$ cat src/sv/matrix4_multiply_accumulate_assert.svh
// Assertion macros shared by the matrix multiply-accumulate RTL.
// They sample on the rising edge of clk and stay quiet while rst_n is low.
`ifndef MATRIX4_MULTIPLY_ACCUMULATE_ASSERT_SVH
`define MATRIX4_MULTIPLY_ACCUMULATE_ASSERT_SVH

// The consequence must hold in the same cycle as the condition.
`define M4MA_ASSERT_IMP(lbl, pre, post, msg) \
  lbl: assert property (@(posedge clk) disable iff (!rst_n) (pre) |-> (post)) \
    else $error(msg);

// The consequence must hold in the cycle after the condition.
`define M4MA_ASSERT_NEXT(lbl, pre, post, msg) \
  lbl: assert property (@(posedge clk) disable iff (!rst_n) (pre) |=> (post)) \
    else $error(msg);

`endif

$ cat src/sv/m4ma_pkg.sv
package m4ma_pkg;

  // Default geometry and number format.
  localparam int DIMENSION     = 4;
  localparam int FRACTION_BITS = 16;
  localparam int DATA_W        = 32;

  // Configuration port.
  localparam int CFG_AW = 3;
  localparam logic REG_ACCUMULATE_MODE = 1'b0;
  localparam logic ACC_MODE_RESET      = 1'b1;

  // Input request commands.
  localparam logic CMD_ELEMENT  = 1'b0;
  localparam logic CMD_IDENTITY = 1'b1;

  // One input request.
  typedef struct packed {
    logic                     command;
    logic signed [DATA_W-1:0] element_value;
  } in_req_t;

  // One result request.
  typedef struct packed {
    logic signed [DATA_W-1:0] product_value;
    logic [1:0]               row_index;
    logic [1:0]               column_index;
    logic                     saturated;
    logic                     last_element;
  } out_rsp_t;

  // Control that travels with each token along the cell chain.
  typedef struct packed {
    logic valid;
    logic first;
    logic last;
  } tok_ctl_t;

  // Control for the current-matrix shift line.
  typedef struct packed {
    logic shift;
    logic wr;
    logic ident;
  } line_ctl_t;

endpackage

$ cat src/sv/m4ma_line.sv
module m4ma_line #(
  parameter int DIMENSION     = m4ma_pkg::DIMENSION,
  parameter int FRACTION_BITS = m4ma_pkg::FRACTION_BITS
) (
  input  logic                                  clk,
  input  logic                                  rst_n,
  input  m4ma_pkg::line_ctl_t                   ctl,
  input  logic [$clog2(DIMENSION*DIMENSION)-1:0] widx,
  input  logic signed [m4ma_pkg::DATA_W-1:0]    wdata,
  output logic signed [m4ma_pkg::DATA_W-1:0]    head
);

  localparam int N  = DIMENSION * DIMENSION;
  localparam int LW = $clog2(N);

  // Current matrix as a rotating line; stage 0 is the read tap.
  logic signed [m4ma_pkg::DATA_W-1:0] line_r   [N];
  logic signed [m4ma_pkg::DATA_W-1:0] line_nxt [N];

  for (genvar s = 0; s < N; s++) begin : g_stage
    localparam int NEXT_S = (s + 1) % N;
    localparam logic signed [m4ma_pkg::DATA_W-1:0] ID_VAL =
      ((s % DIMENSION) == (s / DIMENSION)) ?
      (m4ma_pkg::DATA_W'(1) <<< FRACTION_BITS) : '0;

    // Identity load, product write-back, rotation, or hold.
    always_comb begin
      if (ctl.ident) begin
        line_nxt[s] = ID_VAL;
      end else if (ctl.wr && (widx == LW'(s))) begin
        line_nxt[s] = wdata;
      end else if (ctl.shift) begin
        line_nxt[s] = line_r[NEXT_S];
      end else begin
        line_nxt[s] = line_r[s];
      end
    end

    always_ff @(posedge clk) begin
      if (!rst_n) begin
        line_r[s] <= ID_VAL;
      end else begin
        line_r[s] <= line_nxt[s];
      end
    end
  end

  assign head = line_r[0];

endmodule

$ cat config.mk
export PLATFORM = sky130hd
export DESIGN_NAME = m4ma_line
export DESIGN_NICKNAME = d
export VERILOG_FILES = /design/src/sv/matrix4_multiply_accumulate_assert.svh /design/src/sv/m4ma_pkg.sv /design/src/sv/m4ma_line.sv
export SDC_FILE = /design/constraint.sdc
export NUM_CORES = 1
export LEC_CHECK = 0
export ABC_AREA = 0
export BUFFER_PORTS_ARGS = -buffer_cell sky130_fd_sc_hd__buf_2
export CORE_MARGIN = 2
export CORE_UTILIZATION = 30
export DETAILED_ROUTE_END_ITERATION = 8
export SLEW_MARGIN = 20
export SYNTH_ARGS = -nofsm -noshare
export SYNTH_HDL_FRONTEND = slang
export SYNTH_SLANG_ARGS = --single-unit
$ cat constraint.sdc
create_clock -name clk -period 4.1 [get_ports clk]
set_input_delay 0.82 -clock clk [delete_from_list [all_inputs] [get_ports clk]]
set_output_delay 0.82 -clock clk [all_outputs]
set_load 0.03 [all_outputs]
==> impl_metrics.csv <==
group,metric,value,unit
global_route,grt_util_all_layers,12.9,%
synth,synth_edf_count,0,
setup_path,setup.worst_path.start,"widx[1]",
layout,area_growth,10.6,%
clocking,clock_sinks,512,
synth,async_reset_ff_share,0,%
routing,vias_per_cell,4.63,
synth,synth_commonest_cells,"545 x nand2_1, 512 x dfxtp_1, 512 x mux2i_1",
clocking,cts_tree,"yes",
timing,fin_crit_sh,55.6,%
power_and_ir_drop,p_total,10200,uW
timing,maxSlewHeadroom,31.3,%
clocking,clkLatencyLatePin,590,ps
floorplanning,die_x,290,um
setup_path,r2r_setup_slack,3100,ps
synth,yosysMostFrequentCell,"nand2_1",
timing,rsz0062_at_grt,"false",
clocking,numCtsBuffers,52,
timing,hold_viol,0,
synth,synth_seq_cells,512,
clocking,h-tree-depth,2,
floorplanning,die-area,84200,um2
place,gp_congestion,0.700,
clocking,ctsResizeCount,0,
global_route,antenna_found_initial,1,
timing,setup_tns,0,ps
synth,synth_top_area_share,41.7,%
synth,avgSynthCellArea,10.5,um2
hold_path,holdPathStages,2,
global_route,grt_max_degree,103,
global_route,grt-ovfl-total,0,
hold_path,min_path_type,"reg2reg",
synth,synth_area_leader_cell,"dfxtp_1",
timing,tightest_slew,1030,ps
routing,vias,15600,
setup_path,crit_required,4550,ps
outcome,status,"finished, final reports clean",
timing,finClkSkew,11.9,ps
layout,final_nets,2322,
setup_path,cp-end-kind,"flop",
power_and_ir_drop,ir_drop,0.296,mV
routing,wl,55.2,mm
setup_path,ff2ff_path_depth,3,
synth,syn_nets,2389,
synth,ys_top_cells_by_area,"dfxtp_1 42%, mux2_2 23%, mux2i_1 21%",
timing,period_needed,2280,ps
clocking,clk_path_buf_depth,3,
power_and_ir_drop,cellPowerDensity,377,nW/um2
clocking,cts.reportedPaths.clkPinSlew,60,ps
timing,max_freq,439,MHz
synth,synth-seq-area-share,41.7,%
clocking,hold_buffers,0,
routing,drc,0,
global_route,grt_pass1_wl,89.3,mm
job,drv_cap,0,
hold_path,hp-start,"line_r[0][48]",
floorplanning,floorplan.initialDensity,30.4,%
synth,syn_inst,2348,
setup_path,worstSetupStartpointType,"input port",
place,portBuffers,72,
layout,largest_reg_flops,512,
global_route,grt_pass1_vias,15800,
synth,synthDistinctLibCells,19,
layout,regMostFlops,"line_r",
routing,first_iter_violations,788,
timing,setup_viol,0,
clocking,clockRootBuffer,"clkbuf_16",
timing,slew_viol_final,0,
synth,ys_warn_count,0,
floorplanning,pin_count,73,
hold_path,hold_end,"line_r[0][16]",
floorplanning,rows,104,
setup_path,r2r-start,"line_r[0][9]",
synth,synthFlopType,"dfxtp_1",
floorplanning,die_h,290,um
setup_path,timing.rr.end,"line_r[1][233]",
setup_path,cp_data_arrival_time,2730,ps
routing,ant_nets,0,
synth,synthesis.area,24600,um2
setup_path,crit_type,"in2reg",
setup_path,worstPathMaxFanout,20,
power_and_ir_drop,p_leak,0.0134,uW
routing,drt_pre_antenna_iters,7,
place,dpl.hpwl,32.2,mm
layout,antenna_cells,0,
routing,wl_per_cell,16.4,um
layout,drive_gt1_share,30.8,%
clocking,post_cts_buffers,0,
layout,top_regs,"line_r: 512 flops",
floorplanning,core_area,80800,um2
metal layers:
metal  GRT usage, %  part of all wire (%)  up-vias
li1               -                     -     7888
met1           17.0                    47     7519
met2           22.4                    48      151
met3           1.74                   2.5       71
met4           3.06                   1.8        0
met5              0                     0        -
power by group:
group	internal [uW]	leakage (uW)	switching, uW
Clock	2680	0.000815	1990
Sequential	5000	0.00413	13.6
Combinational	203	0.00846	347
logic make-up (layout without fill, tap and decap cells):
logic type      count (synthesis)  after routing  share of synthesized area (%)
mux                          1020           1020                           44.1
flops                         512            512                           41.7
compound gates                  4              4                          0.122
buf+inv                       241            211                           5.06
simple gates                  571            571                           8.97
layout by cell type (no fill, tap or decap):
| master | n |
|---|---|
| nand4_1 | 4 |
| nand3_2 | 4 |
| nor2_1 | 2 |
| nor3b_2 | 1 |
| clkbuf_1 | 16 |
| clkbuf_16 | 53 |
| mux2i_1 | 512 |
| or4_2 | 2 |
| clkbuf_8 | 14 |
| buf_4 | 39 |
| or3_2 | 2 |
| mux2_2 | 508 |
| dfxtp_1 | 512 |
| clkinv_2 | 5 |
| inv_6 | 2 |
| buf_8 | 1 |
| nand2_2 | 3 |
| inv_1 | 1 |
| buf_12 | 8 |
| nand2b_1 | 1 |
| nor3b_1 | 2 |
| nor2b_4 | 1 |
| buf_2 | 71 |
| a211oi_1 | 4 |
| nor2b_1 | 7 |
| bufinv_16 | 1 |
| nand2_1 | 542 |
cell type report:
type	instances	area, um2
timing repair buffer	119	823
inverter	1	3.75
fill	8200	53600
multi-input combinational	1595	13100
clock buffer	83	1580
sequential	512	10200
tap	1060	1330
clock inverter	8	72.6
per-stage QoR:
| stage | utilization [%] | setup WS, ps | std cells | hold slack (ps) | instance area, um2 |
|---|---|---|---|---|---|
| floorplan | - | 2110 | 2348 | 503 | 24600 |
| global placement | 31.6 | 1200 | 3287 | 527 | 25500 |
| detailed placement | 31.6 | 1190 | 3287 | 544 | 25500 |
| CTS | 33.6 | 1840 | 3378 | 560 | 27200 |
| global route | 33.6 | 1750 | 3378 | 589 | 27200 |
| finish | 33.6 | 1820 | 3378 | 557 | 27200 |
how the worst max path moves through the flow:
stage | to | slack [ps] | cells after the start
after floorplan | line_r[1][65] | 2110 | 5
after global placement | line_r[1][83] | 1200 | 5
after detailed placement | line_r[1][77] | 1190 | 5
after CTS | line_r[1][73] | 1840 | 5
after global routing | line_r[1][74] | 1750 | 5
final | line_r[1][74] | 1820 | 5
worst max-delay path, cell delays in order:
cell	delay [ps]
buf_2	180
inv_1	70
or4_2	1060
buf_4	420
mux2i_1	150
Note: power is estimated with default switching activity, not from simulation.
