**src/sv/matrix4_multiply_accumulate_assert.svh**
```systemverilog
// Assertion macros shared by the matrix multiply-accumulate RTL.
// They sample on the rising edge of clk and stay quiet while rst_n is low.
`ifndef MATRIX4_MULTIPLY_ACCUMULATE_ASSERT_SVH
`define MATRIX4_MULTIPLY_ACCUMULATE_ASSERT_SVH

// The consequence must hold in the same cycle as the condition.
`define M4MA_ASSERT_IMP(lbl, pre, post, msg) \
  lbl: assert property (@(posedge clk) disable iff (!rst_n) (pre) |-> (post)) \
    else $error(msg);

// The consequence must hold in the cycle after the condition.
`define M4MA_ASSERT_NEXT(lbl, pre, post, msg) \
  lbl: assert property (@(posedge clk) disable iff (!rst_n) (pre) |=> (post)) \
    else $error(msg);

`endif

```
**src/sv/m4ma_pkg.sv**
```systemverilog
package m4ma_pkg;

  // Default geometry and number format.
  localparam int DIMENSION     = 4;
  localparam int FRACTION_BITS = 16;
  localparam int DATA_W        = 32;

  // Configuration port.
  localparam int CFG_AW = 3;
  localparam logic REG_ACCUMULATE_MODE = 1'b0;
  localparam logic ACC_MODE_RESET      = 1'b1;

  // Input request commands.
  localparam logic CMD_ELEMENT  = 1'b0;
  localparam logic CMD_IDENTITY = 1'b1;

  // One input request.
  typedef struct packed {
    logic                     command;
    logic signed [DATA_W-1:0] element_value;
  } in_req_t;

  // One result request.
  typedef struct packed {
    logic signed [DATA_W-1:0] product_value;
    logic [1:0]               row_index;
    logic [1:0]               column_index;
    logic                     saturated;
    logic                     last_element;
  } out_rsp_t;

  // Control that travels with each token along the cell chain.
  typedef struct packed {
    logic valid;
    logic first;
    logic last;
  } tok_ctl_t;

  // Control for the current-matrix shift line.
  typedef struct packed {
    logic shift;
    logic wr;
    logic ident;
  } line_ctl_t;

endpackage

```
**src/sv/m4ma_cell.sv**
```systemverilog
module m4ma_cell #(
  parameter int DIMENSION = m4ma_pkg::DIMENSION
) (
  input  logic                            clk,
  input  logic                            rst_n,
  input  logic                            adv,
  input  m4ma_pkg::tok_ctl_t              ctl_in,
  input  logic signed [m4ma_pkg::DATA_W-1:0] a_in,
  input  logic [$clog2(DIMENSION)-1:0]    k_in,
  input  logic                            op_we,
  input  logic [$clog2(DIMENSION)-1:0]    op_idx,
  input  logic signed [m4ma_pkg::DATA_W-1:0] op_data,
  output m4ma_pkg::tok_ctl_t              ctl_out,
  output logic signed [m4ma_pkg::DATA_W-1:0] a_out,
  output logic [$clog2(DIMENSION)-1:0]    k_out,
  output logic                            res_valid,
  output logic signed [2*m4ma_pkg::DATA_W+$clog2(DIMENSION)-1:0] res_acc
);

  localparam int KW = $clog2(DIMENSION);
  localparam int PW = 2 * m4ma_pkg::DATA_W;
  localparam int AW = PW + KW;

  // One operand column, indexed by operand row.
  logic signed [m4ma_pkg::DATA_W-1:0] op_r [DIMENSION];

  m4ma_pkg::tok_ctl_t                 ctl_r;
  logic signed [m4ma_pkg::DATA_W-1:0] a_r;
  logic [KW-1:0]                      k_r;
  m4ma_pkg::tok_ctl_t                 pctl_r;
  logic signed [PW-1:0]               p_r;
  logic signed [PW-1:0]               p_nxt;
  logic signed [AW-1:0]               acc_r;
  logic signed [AW-1:0]               acc_nxt;
  logic                               res_v_r;

  // Operand column store, written while the block loads elements.
  always_ff @(posedge clk) begin
    if (op_we) begin
      op_r[op_idx] <= op_data;
    end
  end

  // Product of the passing current-matrix element with this column's entry.
  assign p_nxt = a_r * op_r[k_r];

  // Running dot product, restarted on the first term of each row.
  assign acc_nxt = (pctl_r.first ? AW'(0) : acc_r) + AW'(p_r);

  // Control pipeline: token hop, product stage, result flag.
  always_ff @(posedge clk) begin
    if (!rst_n) begin
      ctl_r   <= '0;
      pctl_r  <= '0;
      res_v_r <= 1'b0;
    end else if (adv) begin
      ctl_r   <= ctl_in;
      pctl_r  <= ctl_r;
      res_v_r <= pctl_r.valid & pctl_r.last;
    end
  end

  // Data pipeline.
  always_ff @(posedge clk) begin
    if (adv) begin
      a_r <= a_in;
      k_r <= k_in;
      p_r <= p_nxt;
      if (pctl_r.valid) begin
        acc_r <= acc_nxt;
      end
    end
  end

  assign ctl_out   = ctl_r;
  assign a_out     = a_r;
  assign k_out     = k_r;
  assign res_valid = res_v_r;
  assign res_acc   = acc_r;

endmodule

```
**config.mk**
```make
export PLATFORM = sky130hd
export DESIGN_NAME = m4ma_cell
export DESIGN_NICKNAME = d
export VERILOG_FILES = /design/src/sv/matrix4_multiply_accumulate_assert.svh /design/src/sv/m4ma_pkg.sv /design/src/sv/m4ma_cell.sv
export SDC_FILE = /design/constraint.sdc
export NUM_CORES = 2
export LEC_CHECK = 0
export ABC_AREA = 0
export BUFFER_PORTS_ARGS = -buffer_cell sky130_fd_sc_hd__buf_4
export CORE_MARGIN = 4
export CORE_UTILIZATION = 66
export DETAILED_ROUTE_END_ITERATION = 6
export PLACE_DENSITY = 0.91
export SYNTH_ARGS = -nofsm -noshare
export SYNTH_HDL_FRONTEND = slang
export SYNTH_SLANG_ARGS = --single-unit
export TNS_END_PERCENT = 100
```
**constraint.sdc**
```tcl
create_clock -name clk -period 13.3 [get_ports clk]
set_clock_uncertainty 0.15 [all_clocks]
set_input_delay 1.33 -clock clk [delete_from_list [all_inputs] [get_ports clk]]
set_output_delay 1.33 -clock clk [all_outputs]
set_load 0.03 [all_outputs]
```
==> metrics <==
Nets roughly 6,300; Core ar. around 75,000 sq um; 1st-iter DRT viols 3,578; chip width approximately 280 um; Worst EP required ~13 ns; Fin Setup TNS 0 ns; first-pass GRT wire length about 220,000 um; crit-path max FO 32; Max Clk Rate between 90 and 100 MHz; initial antenna violation count 2; GRT Util Overall 0.351; Final Wtd Congestion around 0.98; input/output buffers approximately 180; Setup violations, final 0; top cell family by delay on the critical path adder cells; Crit path largest cell delay 0.92 ns; Seq/Total Area, Yosys 0.178; Vias 36,400; Root Driver clkbuf_16; chip height roughly 280 um; most area-hungry cell type in the Yosys netlist fa_1; share of the synthesized area in the top cell type 0.431; Buf+Inv Stages, Crit Path 7; unrepaired setup endpoints after global routing false; layout cells sized above 1 0.0725; drt total wl between 100,000 and 150,000 um; Worst Tran Pin Value ~1.2 ns; failing checks DRC; mean post-synth cell area between 10 and 15 sq um; Die Area ~81,000 sq um; outcome complete, but fails checks; Max-Cap Viols 0; first drt pass iteration count 7; number of flops mapped to enable cells by yosys between 200 and 300; CTS tree yes; clk_lat worst skew about 0.6 ns; slowest CP cell mux4_2; CP endpoint kind flop; Post-Syn Nets around 6,300; synthesized area ~50,000 sq um; hold crit path type flop to flop; P&R area growth vs syn 6.41%; synth warn 0; Slew Limit Fails 0; initial cell density of the core 0.671; Synth Flop Type edfxtp_1; Vias/cell slightly above 6; Max clock buf depth 3; final critical-path required period 10.38 ns; Data arrival, critical path around 11 ns; Crit Path Class flop to flop; H-tree levels 2; crit start category flop; Fin. Hold Viols 0; Routed Antenna Nets 0; crit-path most repeated cell fa_1; Fill cells 4,811; total grt overflow 0; largest net degree at the start of global routing 67; period utilization 0.781; post-synthesis instance total 4,895; Cell variety after synth 74; dominant cells by area after synthesis fa_1, edfxtp_1, inv_1, and2_1, ha_1; Sink Count 301; post-synthesis register bit count roughly 300; vias in the first global route 40,200; hold buffer count at cts 0; DRC 1; IO Pins roughly 180; cts repair resizes 0; Max-slew headroom 0.219; clock buffer count from CTS 37; ys async rst share 0; DP HPWL between 100,000 and 150,000 um; clock-pin transition on the worst setup and hold timing paths 0.06 ns; Setup Fix Bufs, Post-CTS 0; routed wire length per instance around 23 um; Cell Rows 100
[registers in the layout (all words and copies together) (netlist names), named ones only]
signal     cells
res_valid      1
res_acc       66
pctl_r         3
a_out         32
k_out          2
ctl_out        3
p_r           64
op_r         128
[path summary, 6_finish.rpt]
path | startpoint | end | slack [ns] | depth (start not counted)
worst min register to register | res_valid | res_valid | 0.34 | 2
worst min-delay path | res_valid | res_valid | 0.34 | 2
worst max-delay path | flop | p_r[62] | 2.92 | 25
worst max register to register | flop | p_r[62] | 2.92 | 25
[metal layers]
metal,vias to the layer above,wire [um],global-route usage
met5,-,0,0
met4,0,9390,0.180
met3,745,20800,0.139
met2,2718,61700,0.543
met1,18100,47000,0.432
li1,14900,-,-
[worst register-to-register path, cell delays in order (launching register included)]
cell,delay [ns]
dfxtp_2,0.62
buf_4,0.46
mux4_2,0.93
nand2_1,0.27
inv_1,0.11
fa_1,0.63
fa_1,0.48
fa_1,0.92
fa_1,0.73
inv_1,0.47
fa_1,0.62
inv_1,0.05
fa_1,0.49
fa_1,0.50
inv_1,0.06
fa_1,0.51
inv_1,0.05
ha_1,0.38
nand4_1,0.15
o21ai_0,0.21
inv_1,0.07
or4b_2,0.62
a2bb2oi_2,0.17
a21oi_1,0.24
o41ai_2,0.10
xnor2_1,0.13
[synth_stat cells (7+ instances only)]
master	count
nand2b_1	18
and2_1	521
buf_2	8
nor2_1	93
a31oi_1	15
o21a_1	20
nand2_1	579
nor3_1	16
a211oi_1	11
xnor2_1	102
o21ai_0	72
o21bai_1	19
mux4_2	31
or2_2	12
xor2_1	32
o21ai_1	9
mux2i_1	7
nor2b_1	80
edfxtp_1	292
nand4_1	21
fa_1	1083
ha_1	249
and3_1	12
a21o_1	53
dfxtp_1	9
inv_1	1035
o211ai_1	14
clkbuf_1	227
a21oi_1	140
nand3_1	27
[cell usage in the layout (no fill, tap or decap), types with 8 or more instances in the layout]
| master | count |
|---|---|
| a211oi_1 | 11 |
| a21o_1 | 53 |
| a21oi_1 | 140 |
| a31oi_1 | 15 |
| and2_1 | 520 |
| and3_1 | 12 |
| buf_4 | 226 |
| clkbuf_16 | 37 |
| edfxtp_1 | 292 |
| fa_1 | 1083 |
| ha_1 | 249 |
| inv_1 | 1035 |
| mux4_2 | 31 |
| nand2_1 | 579 |
| nand2b_1 | 18 |
| nand3_1 | 27 |
| nand4_1 | 21 |
| nor2_1 | 92 |
| nor2b_1 | 80 |
| nor3_1 | 16 |
| o211ai_1 | 14 |
| o21a_1 | 20 |
| o21ai_0 | 72 |
| o21ai_1 | 8 |
| o21bai_1 | 19 |
| or2_2 | 12 |
| xnor2_1 | 102 |
| xor2_1 | 32 |
[cells by family (layout without fill, tap and decap cells)]
family,Yosys count,count (layout),share of synthesized area
buffers and inverters,1273,1328,0.0953
DFF,301,301,0.178
other,0,1,0
xor gates and xnor gates,134,134,0.0234
muxes,42,42,0.0163
AOI/OAI and AO/OA,409,409,0.0524
and+or+nand+nor,1404,1404,0.141
adders and majority gates,1332,1332,0.493
[per-stage QoR]
stage / utilization / setup WS [ns] / hold slack (ns) / std cells / cell area (sq um)
3_5_place_dp: 0.698 / 2.95 / 0.347 / 5852 / 52300
6_report: 0.714 / 2.92 / 0.339 / 5920 / 53500
5_1_grt: 0.714 / 2.37 / 0.377 / 5919 / 53500
3_3_place_gp: 0.698 / 3.19 / 0.320 / 5852 / 52300
2_1_floorplan: - / 3.85 / 0.320 / 4895 / 50300
4_1_cts: 0.714 / 2.93 / 0.355 / 5919 / 53500
[final cells by class]
class / count / area (sq um) / share of cell area
Sequential cell: 301 / 8950 / 0.167
Tap cell: 969 / 1210 / 0.0227
Timing Repair Buffer: 226 / 1700 / 0.0317
Inverter: 1035 / 3880 / 0.0726
Multi-Input combinational cell: 3321 / 36500 / 0.683
Antenna cell: 1 / 2.50 / 0.0000468
Clock inverter: 21 / 218 / 0.00407
Clock buffer: 46 / 980 / 0.0183
Power is not shown: default switching activity piles up to over one toggle a cycle in this logic, so the estimate is an artifact.
